==> config.mk <==
export PLATFORM = sky130hd
export DESIGN_NAME = envelope_cubic_interpolator_top
export DESIGN_NICKNAME = d
export VERILOG_FILES = /design/src/rtl/core/ecint_pkg.sv /design/src/rtl/core/ecint_mul.sv /design/src/rtl/core/ecint_ctrl.sv /design/src/rtl/core/envelope_cubic_interpolator_top.sv
export SDC_FILE = /design/constraint.sdc
export NUM_CORES = 2
export LEC_CHECK = 0
export ABC_AREA = 1
export BUFFER_PORTS_ARGS = -buffer_cell sky130_fd_sc_hd__buf_2
export CAP_MARGIN = 5
export CORE_ASPECT_RATIO = 1.1
export CORE_MARGIN = 4
export CORE_UTILIZATION = 40
export CTS_CLUSTER_DIAMETER = 80
export DETAILED_ROUTE_END_ITERATION = 10
export SLEW_MARGIN = 10
export SYNTH_ARGS = -nofsm -noshare
export SYNTH_HDL_FRONTEND = slang
export SYNTH_SLANG_ARGS = --single-unit
==> constraint.sdc <==
create_clock -name clk -period 23.2 [get_ports clk]
set_input_delay 1.16 -clock clk [delete_from_list [all_inputs] [get_ports clk]]
set_output_delay 1.16 -clock clk [all_outputs]
set_load 0.02 [all_outputs]
==> src/rtl/core/ecint_pkg.sv <==
`timescale 1ns / 1ps
// ----------------------------------------------------------------------------
// ecint_pkg
// Types and constants shared by the envelope cubic interpolator modules.
// ----------------------------------------------------------------------------
package ecint_pkg;

    localparam int SAMPLE_FRAC_BITS = 15;
    localparam int TIME_BITS        = 32;
    localparam int SAMPLE_W         = 16;
    localparam int POS_FRAC         = 24;
    localparam int POS_W            = POS_FRAC + 1;
    localparam int FRAC_W           = 25;
    localparam int TAN_W            = SAMPLE_W + 1;
    localparam int CFG_IDX_W        = 2;
    localparam int CFG_DATA_W       = 25;

    localparam int MUL_A_W = 28;
    localparam int MUL_B_W = 26;
    localparam int MUL_P_W = MUL_A_W + MUL_B_W;
    localparam int ACC_W   = 56;

    localparam logic [SAMPLE_W-1:0] SAMPLE_ONE = SAMPLE_W'(1 << SAMPLE_FRAC_BITS);
    localparam logic [POS_W-1:0]    POS_ONE    = POS_W'(1 << POS_FRAC);

    localparam logic [CFG_IDX_W-1:0] CFG_ENABLE = 2'd0;
    localparam logic [CFG_IDX_W-1:0] CFG_CURVE  = 2'd1;
    localparam logic [CFG_IDX_W-1:0] CFG_FRAC   = 2'd2;

    localparam logic [1:0] CURVE_LINEAR = 2'd0;
    localparam logic [1:0] CURVE_CUBIC  = 2'd1;
    localparam logic [1:0] CURVE_HOLD   = 2'd2;

    localparam logic [FRAC_W-1:0] FRAC_RESET = 25'd268435;

    localparam logic ACT_FULL   = 1'b0;
    localparam logic ACT_INTERP = 1'b1;

    typedef struct packed {
        logic              enable;
        logic [1:0]        curve_mode;
        logic [FRAC_W-1:0] frac_per_us;
        logic              reseed_arm;
    } cfg_t;

    typedef enum logic [3:0] {
        ST_IDLE,
        ST_POS,
        ST_TPOS,
        ST_LIN,
        ST_SQ,
        ST_CUBE,
        ST_MAC,
        ST_RND,
        ST_FIN
    } st_t;

    typedef enum logic [1:0] {
        PSEL_ZERO,
        PSEL_ONE,
        PSEL_PROD
    } pos_sel_t;

endpackage

==> src/rtl/core/ecint_mul.sv <==
`timescale 1ns / 1ps
// ----------------------------------------------------------------------------
// ecint_mul
// Shared signed multiplier with a registered product.
// ----------------------------------------------------------------------------
module ecint_mul
    import ecint_pkg::*;
(
    input  logic                      clk,
    input  logic signed [MUL_A_W-1:0] a,
    input  logic signed [MUL_B_W-1:0] b,
    output logic signed [MUL_P_W-1:0] prod
);

    logic signed [MUL_P_W-1:0] prod_reg;

    always_ff @(posedge clk)
    begin
        prod_reg <= MUL_P_W'(a) * MUL_P_W'(b);
    end

    assign prod = prod_reg;

endmodule

==> src/rtl/core/ecint_ctrl.sv <==
`timescale 1ns / 1ps
// ----------------------------------------------------------------------------
// ecint_ctrl
// Sample history, tick position and curve sequencer around one multiplier.
// ----------------------------------------------------------------------------
module ecint_ctrl
    import ecint_pkg::*;
(
    input  logic                  clk,
    input  logic                  rst_n,
    input  cfg_t                  cfg,
    input  logic                  s_tvalid,
    output logic                  s_tready,
    input  logic                  s_action,
    input  logic [SAMPLE_W-1:0]   s_sample,
    input  logic [TIME_BITS-1:0]  s_tick_start,
    input  logic [TIME_BITS-1:0]  s_now,
    output logic                  m_tvalid,
    input  logic                  m_tready,
    output logic [SAMPLE_W-1:0]   m_level
);

    localparam logic signed [MUL_P_W-1:0] P_POS_ONE =
        $signed({{(MUL_P_W-POS_W){1'b0}}, POS_ONE});
    localparam logic signed [MUL_A_W-1:0] H_ONE =
        $signed({{(MUL_A_W-POS_W){1'b0}}, POS_ONE});
    localparam logic signed [ACC_W-1:0] LIN_HALF = ACC_W'(1) <<< (POS_FRAC - 1);
    localparam logic signed [ACC_W-1:0] CUB_HALF = ACC_W'(1) <<< POS_FRAC;
    localparam logic signed [MUL_P_W-1:0] SQ_HALF = MUL_P_W'(1) <<< (POS_FRAC - 1);
    localparam logic [2:0] MAC_LAST = 3'd4;

    st_t                        state_reg, state_next;
    logic [SAMPLE_W-1:0]        hist_reg [4];
    logic [SAMPLE_W-1:0]        hist_next [4];
    logic signed [TAN_W-1:0]    tan_reg [2];
    logic signed [TAN_W-1:0]    tan_next [2];
    logic [TIME_BITS-1:0]       ts_reg, ts_next;
    logic [TIME_BITS-1:0]       now_reg, now_next;
    logic [SAMPLE_W-1:0]        last_reg, last_next;
    logic                       reseed_reg, reseed_next;
    pos_sel_t                   tsel_reg, tsel_next;
    logic [POS_W-1:0]           t_reg, t_next;
    logic [POS_W-1:0]           t2_reg, t2_next;
    logic [POS_W-1:0]           t3_reg, t3_next;
    logic signed [ACC_W-1:0]    acc_reg, acc_next;
    logic [2:0]                 k_reg, k_next;
    logic [SAMPLE_W-1:0]        res_reg, res_next;
    logic                       out_valid_reg, out_valid_next;
    logic [SAMPLE_W-1:0]        out_data_reg, out_data_next;

    logic signed [MUL_A_W-1:0]  mul_a;
    logic signed [MUL_B_W-1:0]  mul_b;
    logic signed [MUL_P_W-1:0]  prod;

    logic [SAMPLE_W-1:0]        samp_sat;
    logic [SAMPLE_W-1:0]        base [4];
    logic [TIME_BITS-1:0]       elapsed;
    logic [POS_W-1:0]           t_comb;
    logic [POS_W-1:0]           rnd_comb;
    logic signed [MUL_P_W-1:0]  rnd_full;
    logic signed [TAN_W-1:0]    p_diff;
    logic signed [MUL_A_W-1:0]  te, t2e, t3e;
    logic signed [MUL_A_W-1:0]  h00, h10, h01, h11;
    logic signed [ACC_W-1:0]    lin_sum, lin_v, cub_v;
    logic                       accept;
    logic                       is_hold, is_lin;

    function automatic logic [SAMPLE_W-1:0] clamp_level(input logic signed [ACC_W-1:0] v);
        logic [SAMPLE_W-1:0] r;
        if (v[ACC_W-1])
            r = '0;
        else if (v > $signed({{(ACC_W-SAMPLE_W){1'b0}}, SAMPLE_ONE}))
            r = SAMPLE_ONE;
        else
            r = v[SAMPLE_W-1:0];
        return r;
    endfunction

    ecint_mul u_mul (
        .clk  (clk),
        .a    (mul_a),
        .b    (mul_b),
        .prod (prod)
    );

    assign s_tready = (state_reg == ST_IDLE);
    assign accept   = s_tvalid && s_tready;
    assign m_tvalid = out_valid_reg;
    assign m_level  = out_data_reg;
    assign is_hold  = (cfg.curve_mode == CURVE_HOLD);
    assign is_lin   = (cfg.curve_mode == CURVE_LINEAR);

    // datapath terms
    always_comb
    begin
        samp_sat = (s_sample > SAMPLE_ONE) ? SAMPLE_ONE : s_sample;
        for (int i = 0; i < 4; i++)
            base[i] = reseed_reg ? last_reg : hist_reg[i];
        elapsed = now_reg - ts_reg;

        case (tsel_reg)
            PSEL_ZERO: t_comb = '0;
            PSEL_ONE:  t_comb = POS_ONE;
            default:   t_comb = (prod > P_POS_ONE) ? POS_ONE : prod[POS_W-1:0];
        endcase

        rnd_full = (prod + SQ_HALF) >>> POS_FRAC;
        rnd_comb = rnd_full[POS_W-1:0];

        p_diff = $signed({1'b0, hist_reg[2]}) - $signed({1'b0, hist_reg[1]});

        te  = $signed({{(MUL_A_W-POS_W){1'b0}}, t_reg});
        t2e = $signed({{(MUL_A_W-POS_W){1'b0}}, t2_reg});
        t3e = $signed({{(MUL_A_W-POS_W){1'b0}}, t3_reg});
        h00 = (t3e <<< 1) - (t2e <<< 1) - t2e + H_ONE;
        h10 = t3e - (t2e <<< 1) + te;
        h01 = (t2e <<< 1) + t2e - (t3e <<< 1);
        h11 = t3e - t2e;

        lin_sum = $signed({{(ACC_W-SAMPLE_W){1'b0}}, hist_reg[1]}) <<< POS_FRAC;
        lin_sum = lin_sum + ACC_W'(prod);
        lin_v   = (lin_sum + LIN_HALF) >>> POS_FRAC;
        cub_v   = (acc_reg + CUB_HALF) >>> (POS_FRAC + 1);
    end

    // multiplier operand select
    always_comb
    begin
        mul_a = '0;
        mul_b = '0;
        case (state_reg)
            ST_POS:
            begin
                mul_a = $signed({{(MUL_A_W-POS_FRAC){1'b0}}, elapsed[POS_FRAC-1:0]});
                mul_b = $signed({{(MUL_B_W-FRAC_W){1'b0}}, cfg.frac_per_us});
            end
            ST_TPOS:
            begin
                mul_a = $signed({{(MUL_A_W-POS_W){1'b0}}, t_comb});
                if (is_lin)
                    mul_b = {{(MUL_B_W-TAN_W){p_diff[TAN_W-1]}}, p_diff};
                else
                    mul_b = $signed({{(MUL_B_W-POS_W){1'b0}}, t_comb});
            end
            ST_SQ:
            begin
                mul_a = $signed({{(MUL_A_W-POS_W){1'b0}}, rnd_comb});
                mul_b = $signed({{(MUL_B_W-POS_W){1'b0}}, t_reg});
            end
            ST_MAC:
            begin
                case (k_reg)
                    3'd0:
                    begin
                        mul_a = h00;
                        mul_b = $signed({{(MUL_B_W-SAMPLE_W-1){1'b0}}, hist_reg[1], 1'b0});
                    end
                    3'd1:
                    begin
                        mul_a = h01;
                        mul_b = $signed({{(MUL_B_W-SAMPLE_W-1){1'b0}}, hist_reg[2], 1'b0});
                    end
                    3'd2:
                    begin
                        mul_a = h10;
                        mul_b = {{(MUL_B_W-TAN_W){tan_reg[0][TAN_W-1]}}, tan_reg[0]};
                    end
                    3'd3:
                    begin
                        mul_a = h11;
                        mul_b = {{(MUL_B_W-TAN_W){tan_reg[1][TAN_W-1]}}, tan_reg[1]};
                    end
                    default:
                    begin
                        mul_a = '0;
                        mul_b = '0;
                    end
                endcase
            end
            default:
            begin
                mul_a = '0;
                mul_b = '0;
            end
        endcase
    end

    // sequencer
    always_comb
    begin
        state_next     = state_reg;
        hist_next      = hist_reg;
        tan_next       = tan_reg;
        ts_next        = ts_reg;
        now_next       = now_reg;
        last_next      = last_reg;
        reseed_next    = reseed_reg;
        tsel_next      = tsel_reg;
        t_next         = t_reg;
        t2_next        = t2_reg;
        t3_next        = t3_reg;
        acc_next       = acc_reg;
        k_next         = k_reg;
        res_next       = res_reg;
        out_valid_next = out_valid_reg;
        out_data_next  = out_data_reg;

        if (out_valid_reg && m_tready)
            out_valid_next = 1'b0;

        case (state_reg)
            ST_IDLE:
            begin
                if (accept)
                begin
                    now_next = s_now;
                    if (s_action == ACT_FULL)
                    begin
                        reseed_next = 1'b0;
                        ts_next     = s_tick_start;
                        last_next   = samp_sat;
                        if (!cfg.enable)
                        begin
                            hist_next = base;
                            if (reseed_reg)
                            begin
                                tan_next[0] = '0;
                                tan_next[1] = '0;
                            end
                            res_next   = samp_sat;
                            state_next = ST_FIN;
                        end
                        else
                        begin
                            hist_next[0] = base[1];
                            hist_next[1] = base[2];
                            hist_next[2] = base[3];
                            hist_next[3] = samp_sat;
                            tan_next[0]  = $signed({1'b0, base[3]}) - $signed({1'b0, base[1]});
                            tan_next[1]  = $signed({1'b0, samp_sat}) - $signed({1'b0, base[2]});
                            if (is_hold)
                            begin
                                res_next   = samp_sat;
                                state_next = ST_FIN;
                            end
                            else
                                state_next = ST_POS;
                        end
                    end
                    else if (cfg.enable && !reseed_reg)
                    begin
                        if (is_hold)
                        begin
                            res_next   = last_reg;
                            state_next = ST_FIN;
                        end
                        else
                            state_next = ST_POS;
                    end
                end
            end
            ST_POS:
            begin
                if (elapsed[TIME_BITS-1] || (cfg.frac_per_us == '0))
                    tsel_next = PSEL_ZERO;
                else if (|elapsed[TIME_BITS-2:POS_FRAC])
                    tsel_next = PSEL_ONE;
                else
                    tsel_next = PSEL_PROD;
                state_next = ST_TPOS;
            end
            ST_TPOS:
            begin
                t_next     = t_comb;
                state_next = is_lin ? ST_LIN : ST_SQ;
            end
            ST_LIN:
            begin
                res_next   = clamp_level(lin_v);
                state_next = ST_FIN;
            end
            ST_SQ:
            begin
                t2_next    = rnd_comb;
                state_next = ST_CUBE;
            end
            ST_CUBE:
            begin
                t3_next    = rnd_comb;
                acc_next   = '0;
                k_next     = '0;
                state_next = ST_MAC;
            end
            ST_MAC:
            begin
                if (k_reg != 3'd0)
                    acc_next = acc_reg + ACC_W'(prod);
                if (k_reg == MAC_LAST)
                    state_next = ST_RND;
                else
                    k_next = k_reg + 3'd1;
            end
            ST_RND:
            begin
                res_next   = clamp_level(cub_v);
                state_next = ST_FIN;
            end
            ST_FIN:
            begin
                if (!out_valid_reg || m_tready)
                begin
                    out_valid_next = 1'b1;
                    out_data_next  = res_reg;
                    state_next     = ST_IDLE;
                end
            end
            default:
                state_next = ST_IDLE;
        endcase

        if (cfg.reseed_arm)
            reseed_next = 1'b1;
    end

    always_ff @(posedge clk or negedge rst_n)
    begin
        if (!rst_n)
        begin
            state_reg     <= ST_IDLE;
            for (int i = 0; i < 4; i++)
                hist_reg[i] <= '0;
            tan_reg[0]    <= '0;
            tan_reg[1]    <= '0;
            ts_reg        <= '0;
            now_reg       <= '0;
            last_reg      <= '0;
            reseed_reg    <= 1'b0;
            tsel_reg      <= PSEL_ZERO;
            t_reg         <= '0;
            t2_reg        <= '0;
            t3_reg        <= '0;
            acc_reg       <= '0;
            k_reg         <= '0;
            res_reg       <= '0;
            out_valid_reg <= 1'b0;
            out_data_reg  <= '0;
        end
        else
        begin
            state_reg     <= state_next;
            hist_reg      <= hist_next;
            tan_reg       <= tan_next;
            ts_reg        <= ts_next;
            now_reg       <= now_next;
            last_reg      <= last_next;
            reseed_reg    <= reseed_next;
            tsel_reg      <= tsel_next;
            t_reg         <= t_next;
            t2_reg        <= t2_next;
            t3_reg        <= t3_next;
            acc_reg       <= acc_next;
            k_reg         <= k_next;
            res_reg       <= res_next;
            out_valid_reg <= out_valid_next;
            out_data_reg  <= out_data_next;
        end
    end

endmodule

==> src/rtl/core/envelope_cubic_interpolator_top.sv <==
`timescale 1ns / 1ps
// ----------------------------------------------------------------------------
// envelope_cubic_interpolator_top
// Envelope upsampler: linear, Catmull-Rom cubic or hold between samples.
// ----------------------------------------------------------------------------
// Input stream s_*: tuser selects a full tick (new sample) or an interp tick;
// tdata carries sample, tick start time and current time. Output stream m_*
// carries the Q1.15 duty level. Config writes go through cfg_we/cfg_addr/
// cfg_wdata; the user must make them only while the block is idle, since
// the block does not check this. One request is worked on at a time;
// s_tready is high only when idle. m_tvalid rises on the same edge that
// returns s_tready, after these steps through the single shared multiplier:
//   disabled, hold mode, or plain sample passthrough:  none
//   linear curve:  t, one product
//   cubic curve:   t, t^2, t^3, four MAC terms
// Interp ticks while disabled or with a reseed pending give no result and
// leave s_tready high. The result sits in an output register; if the
// receiver stalls, the sequencer waits at its last step until the register
// frees, then takes the next request.
// Reset clears history, tangents, times and the pending reseed, and loads
// enable 0, curve cubic and the default reciprocal period.
// ----------------------------------------------------------------------------
module envelope_cubic_interpolator_top
    import ecint_pkg::*;
(
    input  logic                  clk,
    input  logic                  rst_n,
    input  logic                  s_tvalid,
    output logic                  s_tready,
    input  logic [79:0]           s_tdata,   // sample[15:0], tick_time[47:16], now_us[79:48]
    input  logic [0:0]            s_tuser,   // action[0]
    output logic                  m_tvalid,
    input  logic                  m_tready,
    output logic [15:0]           m_tdata,   // level[15:0]
    input  logic                  cfg_we,
    input  logic [CFG_IDX_W-1:0]  cfg_addr,
    input  logic [CFG_DATA_W-1:0] cfg_wdata
);

    logic              enable_reg, enable_next;
    logic [1:0]        curve_reg, curve_next;
    logic [FRAC_W-1:0] frac_reg, frac_next;
    logic              arm;
    cfg_t              cfg;

    always_comb
    begin
        enable_next = enable_reg;
        curve_next  = curve_reg;
        frac_next   = frac_reg;
        arm         = 1'b0;
        if (cfg_we)
        begin
            case (cfg_addr)
                CFG_ENABLE:
                begin
                    enable_next = cfg_wdata[0];
                    arm         = cfg_wdata[0] && !enable_reg;
                end
                CFG_CURVE:
                    curve_next = cfg_wdata[1:0];
                CFG_FRAC:
                    frac_next = cfg_wdata[FRAC_W-1:0];
                default:
                    arm = 1'b0;
            endcase
        end
    end

    always_ff @(posedge clk or negedge rst_n)
    begin
        if (!rst_n)
        begin
            enable_reg <= 1'b0;
            curve_reg  <= CURVE_CUBIC;
            frac_reg   <= FRAC_RESET;
        end
        else
        begin
            enable_reg <= enable_next;
            curve_reg  <= curve_next;
            frac_reg   <= frac_next;
        end
    end

    assign cfg.enable      = enable_reg;
    assign cfg.curve_mode  = curve_reg;
    assign cfg.frac_per_us = frac_reg;
    assign cfg.reseed_arm  = arm;

    ecint_ctrl u_ctrl (
        .clk          (clk),
        .rst_n        (rst_n),
        .cfg          (cfg),
        .s_tvalid     (s_tvalid),
        .s_tready     (s_tready),
        .s_action     (s_tuser[0]),
        .s_sample     (s_tdata[15:0]),
        .s_tick_start (s_tdata[47:16]),
        .s_now        (s_tdata[79:48]),
        .m_tvalid     (m_tvalid),
        .m_tready     (m_tready),
        .m_level      (m_tdata)
    );

endmodule

Word level (Yosys, flattened, before mapping)

Cells that the tools add are included.

Equal/unequal tests: 25
Mux-type cells: 49
Add/subtract/negate cells: 18
Bitwise logic cells: 1
Multipliers: 1
Reduce and logical (&&, ||, !) cells: 35
$lt $le $gt $ge: 4
Shift operators: 0
Divide/modulo/power cells: 0

Operators by type and width:

| kind                                                             | number |
|---|---|
| two-way mux 16 bit                                               | 14 |
| case mux 28 bit (4 select lines)                                 | 2 |
| case mux 26 bit (4 select lines)                                 | 2 |
| case mux 56 bit (2 select lines)                                 | 1 |
| two-way mux 34 bit                                               | 2 |
| adder 55 x 25 -> 56 bit (second input constant)                  | 1 |
| adder 56 x 26 -> 56 bit (second input constant)                  | 1 |
| adder 56 x 54 -> 56 bit                                          | 1 |
| two-way mux 56 bit                                               | 1 |
| adder 41 x 54 -> 55 bit                                          | 1 |
| greater-than comparator 54 x 26 -> 1 bit (second input constant) | 1 |
| multiplier 28 x 26 -> 54 bit                                     | 1 |
| subtractor 16 x 16 -> 17 bit                                     | 3 |
| case mux 25 bit (2 select lines)                                 | 1 |
| adder 49 x 25 -> 49 bit (second input constant)                  | 1 |
| two-way mux 48 bit                                               | 1 |
| case mux 16 bit (3 select lines)                                 | 1 |
| greater-than comparator 32 x 17 -> 1 bit (second input constant) | 1 |
| case mux 4 bit (8 select lines)                                  | 1 |
| subtractor 32 bit                                                | 1 |
| greater-than comparator 31 x 17 -> 1 bit (second input constant) | 1 |
| adder 28 x 26 -> 28 bit                                          | 1 |
| adder 28 x 26 -> 28 bit (second input constant)                  | 1 |
| two-way mux 4 bit                                                | 7 |
| other kinds (42)                                                 | 85 |

Memories: 0
Word-level logic and storage cells: 156
Register bits after elaboration: 418
RAM bits: 0
Output and inout port bits: 18
Bits of input ports: 113
Bits in read-only memories: 0
Bits in latches: 0

Logic depth before layout (Yosys ltp)

Depth in word-level cells: 7
Mapped depth: 59

Hierarchy

Synthesis repeated with hierarchy kept, for this count alone.

Cell total of the unflattened synthesis: 9416
Area, all modules: 65748.1 µm²

Modules (own cells, without submodules):

| module                          | times used | sequential area each (µm²) | cells an instance | area each (µm²) |
|---|---|---|---|---|
| ecint_ctrl                      | 1          | 8408.1                     | 5442              | 34983.6 |
| ecint_mul                       | 1          | 1081.0                     | 3845              | 29563.4 |
| envelope_cubic_interpolator_top | 1          | 710.7                      | 129               | 1201.2 |

Worst setup path before layout

OpenSTA, ideal clock, no wires.

Path kind: register -> register
Start point: reg u_ctrl.t3_reg[1]
End point: reg u_ctrl.u_mul.prod_reg[53], in the netlist u_ctrl.u_mul.prod[53]
Required time: 23088 ps
Data arrival time: 10029 ps
Stages on the path, launching flop included: 44
Clock period less this slack: 10140 ps
Setup slack: 13060 ps
Library setup time: 112 ps
Cells stage by stage: dfrtp_1 inv_1 ha_1 fa_1 nor3_1 nor2_1 o21ai_1 a31oi_1 o21ai_0 a31oi_1 xnor2_1 ha_1 nand2_1 o21ai_0 a21oi_1 nand3_1 a21oi_1 nand2b_1 [... 8 more ...] inv_1 fa_1 inv_1 fa_1 fa_1 fa_1 inv_1 fa_1 inv_1 ha_1 nand2_1 or3b_2 nand3_1 a21o_1 nand2_1 nand2_1 or2_2 nand2_1

Longest elaborated chain between the ends: 6
Elaborated cells between the ends (all ways): 10
Classes of those cells: add/sub: 7; mul: 1; mux: 2

RTL lines:

| item                                 | line              | source |
|---|---|---|
| start, declared                      | ecint_ctrl.sv:44  | `logic [POS_W-1:0] t3_reg, t3_next;` |
| start signal, assigned               | ecint_ctrl.sv:360 | `t3_reg <= t3_next;` |
| subtractor 26 x 26 -> 27 bit         | ecint_ctrl.sv:115 | `h00 = (t3e <<< 1) - (t2e <<< 1) - t2e + H_ONE;` |
| subtractor 28 x 26 -> 28 bit         | ecint_ctrl.sv:115 |  |
| adder 28 x 26 -> 28 bit              | ecint_ctrl.sv:115 |  |
| case mux 28 bit (4 select lines) (*) | ecint_ctrl.sv:152 | `case (k_reg)` |
| case mux 28 bit (4 select lines) (*) | ecint_ctrl.sv:131 | `case (state_reg)` |
| multiplier 28 x 26 -> 54 bit (*)     | ecint_mul.sv:19   | `prod_reg <= MUL_P_W'(a) * MUL_P_W'(b);` |
| end signal, assigned                 | ecint_mul.sv:19   |  |
| end, declared                        | ecint_mul.sv:15   | `logic signed [MUL_P_W-1:0] prod_reg;` |

Every way passes the cells marked *; elsewhere a longest branch is shown, timed or not.
A chain may end at the register's enable or synchronous reset.

Worst setup path after layout

Start point: reg u_ctrl.t3_reg[1]
End point: reg u_ctrl.u_mul.prod_reg[42], in the netlist u_ctrl.u_mul.prod[42]

Same word-level chain as after synthesis.

==> results.json <==
{
  "root_buffer": "clkbuf_16",
  "cp-end-kind": "flop",
  "final_common_cell": "nand2_1",
  "outcome": "completed",
  "max_slew_margin_pct": 23.0,
  "vias": 61300,
  "min-delay-start": "u_ctrl.m_level[5]",
  "min_path_type": "flop to flop",
  "die_height_um": 428,
  "synth_top_area_share_pct": 24.0,
  "drcViolationCount": 0,
  "antenna_found_initial": 17,
  "ys_ff_latch": 418,
  "syn_inst": 8902,
  "regArea_mm2": 0.0102,
  "final_cell_mix": "nand2_1 (2112), inv_1 (1753), fa_1 (771)",
  "cp_max_fo": 16,
  "routabilityCongestion": 1.01,
  "vias_per_cell": 5.52,
  "maxCapViolations": 0,
  "die_x_um": 390,
  "fin_nets": 10300,
  "clock_sinks": 418,
  "whs_endpoint": "u_ctrl.m_level[5]",
  "cts_buffers": 53,
  "largest_reg_flops": 56,
  "async_reset_ff_share_pct": 87.1,
  "wl_um": 267000,
  "io_pins": 131,
  "rows": 154,
  "cts_setup_buffers": 0,
  "path_common_cell": "fa_1",
  "min_path_cells": 2,
  "fillers": 16700,
  "clock_latency_ps": 710,
  "clock_path_buffers": 3,
  "crit_path_start": "u_ctrl.t3_reg[1]",
  "skew_ps": 77.2,
  "synth_nets": 10300,
  "layout_worst_path_cycle_share_pct": 53.9,
  "reg2reg_to": "u_ctrl.u_mul.prod[42]",
  "ctsResizeCount": 0,
  "syn2layout_area_growth_pct": 7.69,
  "syn_area_mm2": 0.0643,
  "cp_data_arrival_time_ps": 13070,
  "track_usage_pct": 31.5,
  "ys_seq_area_share_pct": 15.9,
  "wl_per_cell_um": 24.0,
  "avgSynthCellArea_um2": 7.22,
  "rsz0062_at_grt": "false",
  "grt_pass1_wl_um": 397000,
  "grt_max_degree": 108,
  "final_max_slew_viol_count": 0,
  "cp_slowest_stage_delay_ps": 700,
  "cp.required_ps": 23760,
  "ys.flop_type": "dfrtp_1",
  "hpwl_um": 218000,
  "post-synth-top-area-cell": "fa_1",
  "clk_pin_slew_worst_paths_ps": 60,
  "worstRegToRegCells": 43,
  "hold_buffers": 0,
  "post-route-min-period_ps": 12510,
  "tightest_slew_ps": 1140,
  "rrSetupSlack_ps": 10690,
  "cpMaxStageDelayCell": "nand2_1",
  "synthTopCellsByArea": "fa_1 (24%), dfrtp_1 (14%), nand2_1 (12%), inv_1 (10%), ha_1 (9.4%)",
  "grt_overflow": 0,
  "cts_max_level": 2,
  "drive_gt1_share_pct": 5.51,
  "synth_cell_type_count": 68,
  "synth_edf_count": 0,
  "drt_iter0_drc": 5693,
  "setup_viol": 0,
  "initial_core_util_pct": 40.2,
  "tritoncts": "done",
  "grt_pass1_vias": 61900,
  "multiInputGateArea_mm2": 0.0463,
  "fp.coreArea_mm2": 0.160,
  "crit_path_start_kind": "flop",
  "hold_viol": 0,
  "io_buffers": 130,
  "reg2reg_from": "u_ctrl.t3_reg[1]",
  "drtPass1Iterations": 6,
  "criticalPathCategory": "flop to flop",
  "die_area_mm2": 0.167,
  "ys_warn_count": 0,
  "final_antenna_net_count": 0,
  "tns_ps": 0,
  "fmax_mhz": 79.9
}
-- critical path: cells and delay by family, from the launching register on --
kind	cells	cell delay, ps
AO/OA/AOI/OAI	9	2820
XOR/XNOR	2	380
adder cells (fa/ha/maj)	11	5000
buffers and inverters	7	560
flip-flops	1	360
AND/OR/NAND/NOR	14	3250
-- synth_stat cells (17+ instances only) --
cell      instances
clkbuf_1        116
xnor2_1          61
o21ai_1          21
o21bai_1         35
nor4_1           42
nand4_1         103
ha_1            481
a31oi_1          49
o22ai_1          51
nand3_1         284
fa_1            771
o31ai_1          17
nor3_1           84
a21o_1           55
nor2_1          695
a221oi_1         29
nand2_1        2113
buf_2            92
nor2_2           25
mux2_2           23
a21oi_1         640
or2_2            42
inv_1          1755
dfxtp_1          54
inv_2            18
xor2_1          145
dfrtp_1         356
o211ai_1         35
o21ai_0         512
-- worst max path at each step --
stage | end | cells past startpoint | slack [ps]
2_1_floorplan | u_ctrl.u_mul.prod[53] | 43 | 13060
3_3_place_gp | u_ctrl.u_mul.prod[53] | 46 | 10960
3_5_place_dp | u_ctrl.u_mul.prod[53] | 43 | 10890
4_1_cts | u_ctrl.u_mul.prod[53] | 43 | 10820
5_1_grt | u_ctrl.u_mul.prod[52] | 42 | 9940
6_report | u_ctrl.u_mul.prod[42] | 43 | 10690
-- per-layer routing --
layer	global-route usage [%]	vias up	wire length [um]
met5	0	-	92
met4	15.9	14	16600
met3	5.78	635	23100
met2	48.4	2712	115000
met1	42.7	29900	112000
li1	-	28100	-
-- through the flow --
stage	setup slack, ps	cells	hold WS [ps]	util (%)	cell area, um2
CTS	10820	11100	483	43.3	69200
global route	9940	11100	499	43.3	69200
finish	10690	11100	477	43.3	69200
floorplan	13060	8902	446	-	64300
global placement	10960	11000	461	42.1	67300
detailed placement	10890	11000	467	42.1	67300
-- logic make-up (layout without fill, tap and decap cells) --
kind of cell | Yosys count | count (layout) | share of synthesized area, %
AO/OA/AOI/OAI | 1523 | 1523 | 13.2
XOR/XNOR | 206 | 206 | 2.81
adder cells (fa/ha/maj) | 1252 | 1252 | 33.4
buffers and inverters | 2018 | 2117 | 12.1
flip-flops | 418 | 418 | 15.9
multiplexers | 23 | 23 | 0.403
other | 0 | 4 | 0
AND/OR/NAND/NOR | 3462 | 3462 | 22.3
-- layout make-up --
cell class,count,share of cell area (%)
repair buffers,237,2.12
clock buffers,74,2.12
multi-input cells,6466,66.9
flip-flops and latches,418,14.7
inverters,1781,9.66
well taps,2106,3.81
clock inverters,25,0.597
diodes,4,0.0145
Power is not shown: default switching activity piles up to over one toggle a cycle in this logic, so the estimate is an artifact.
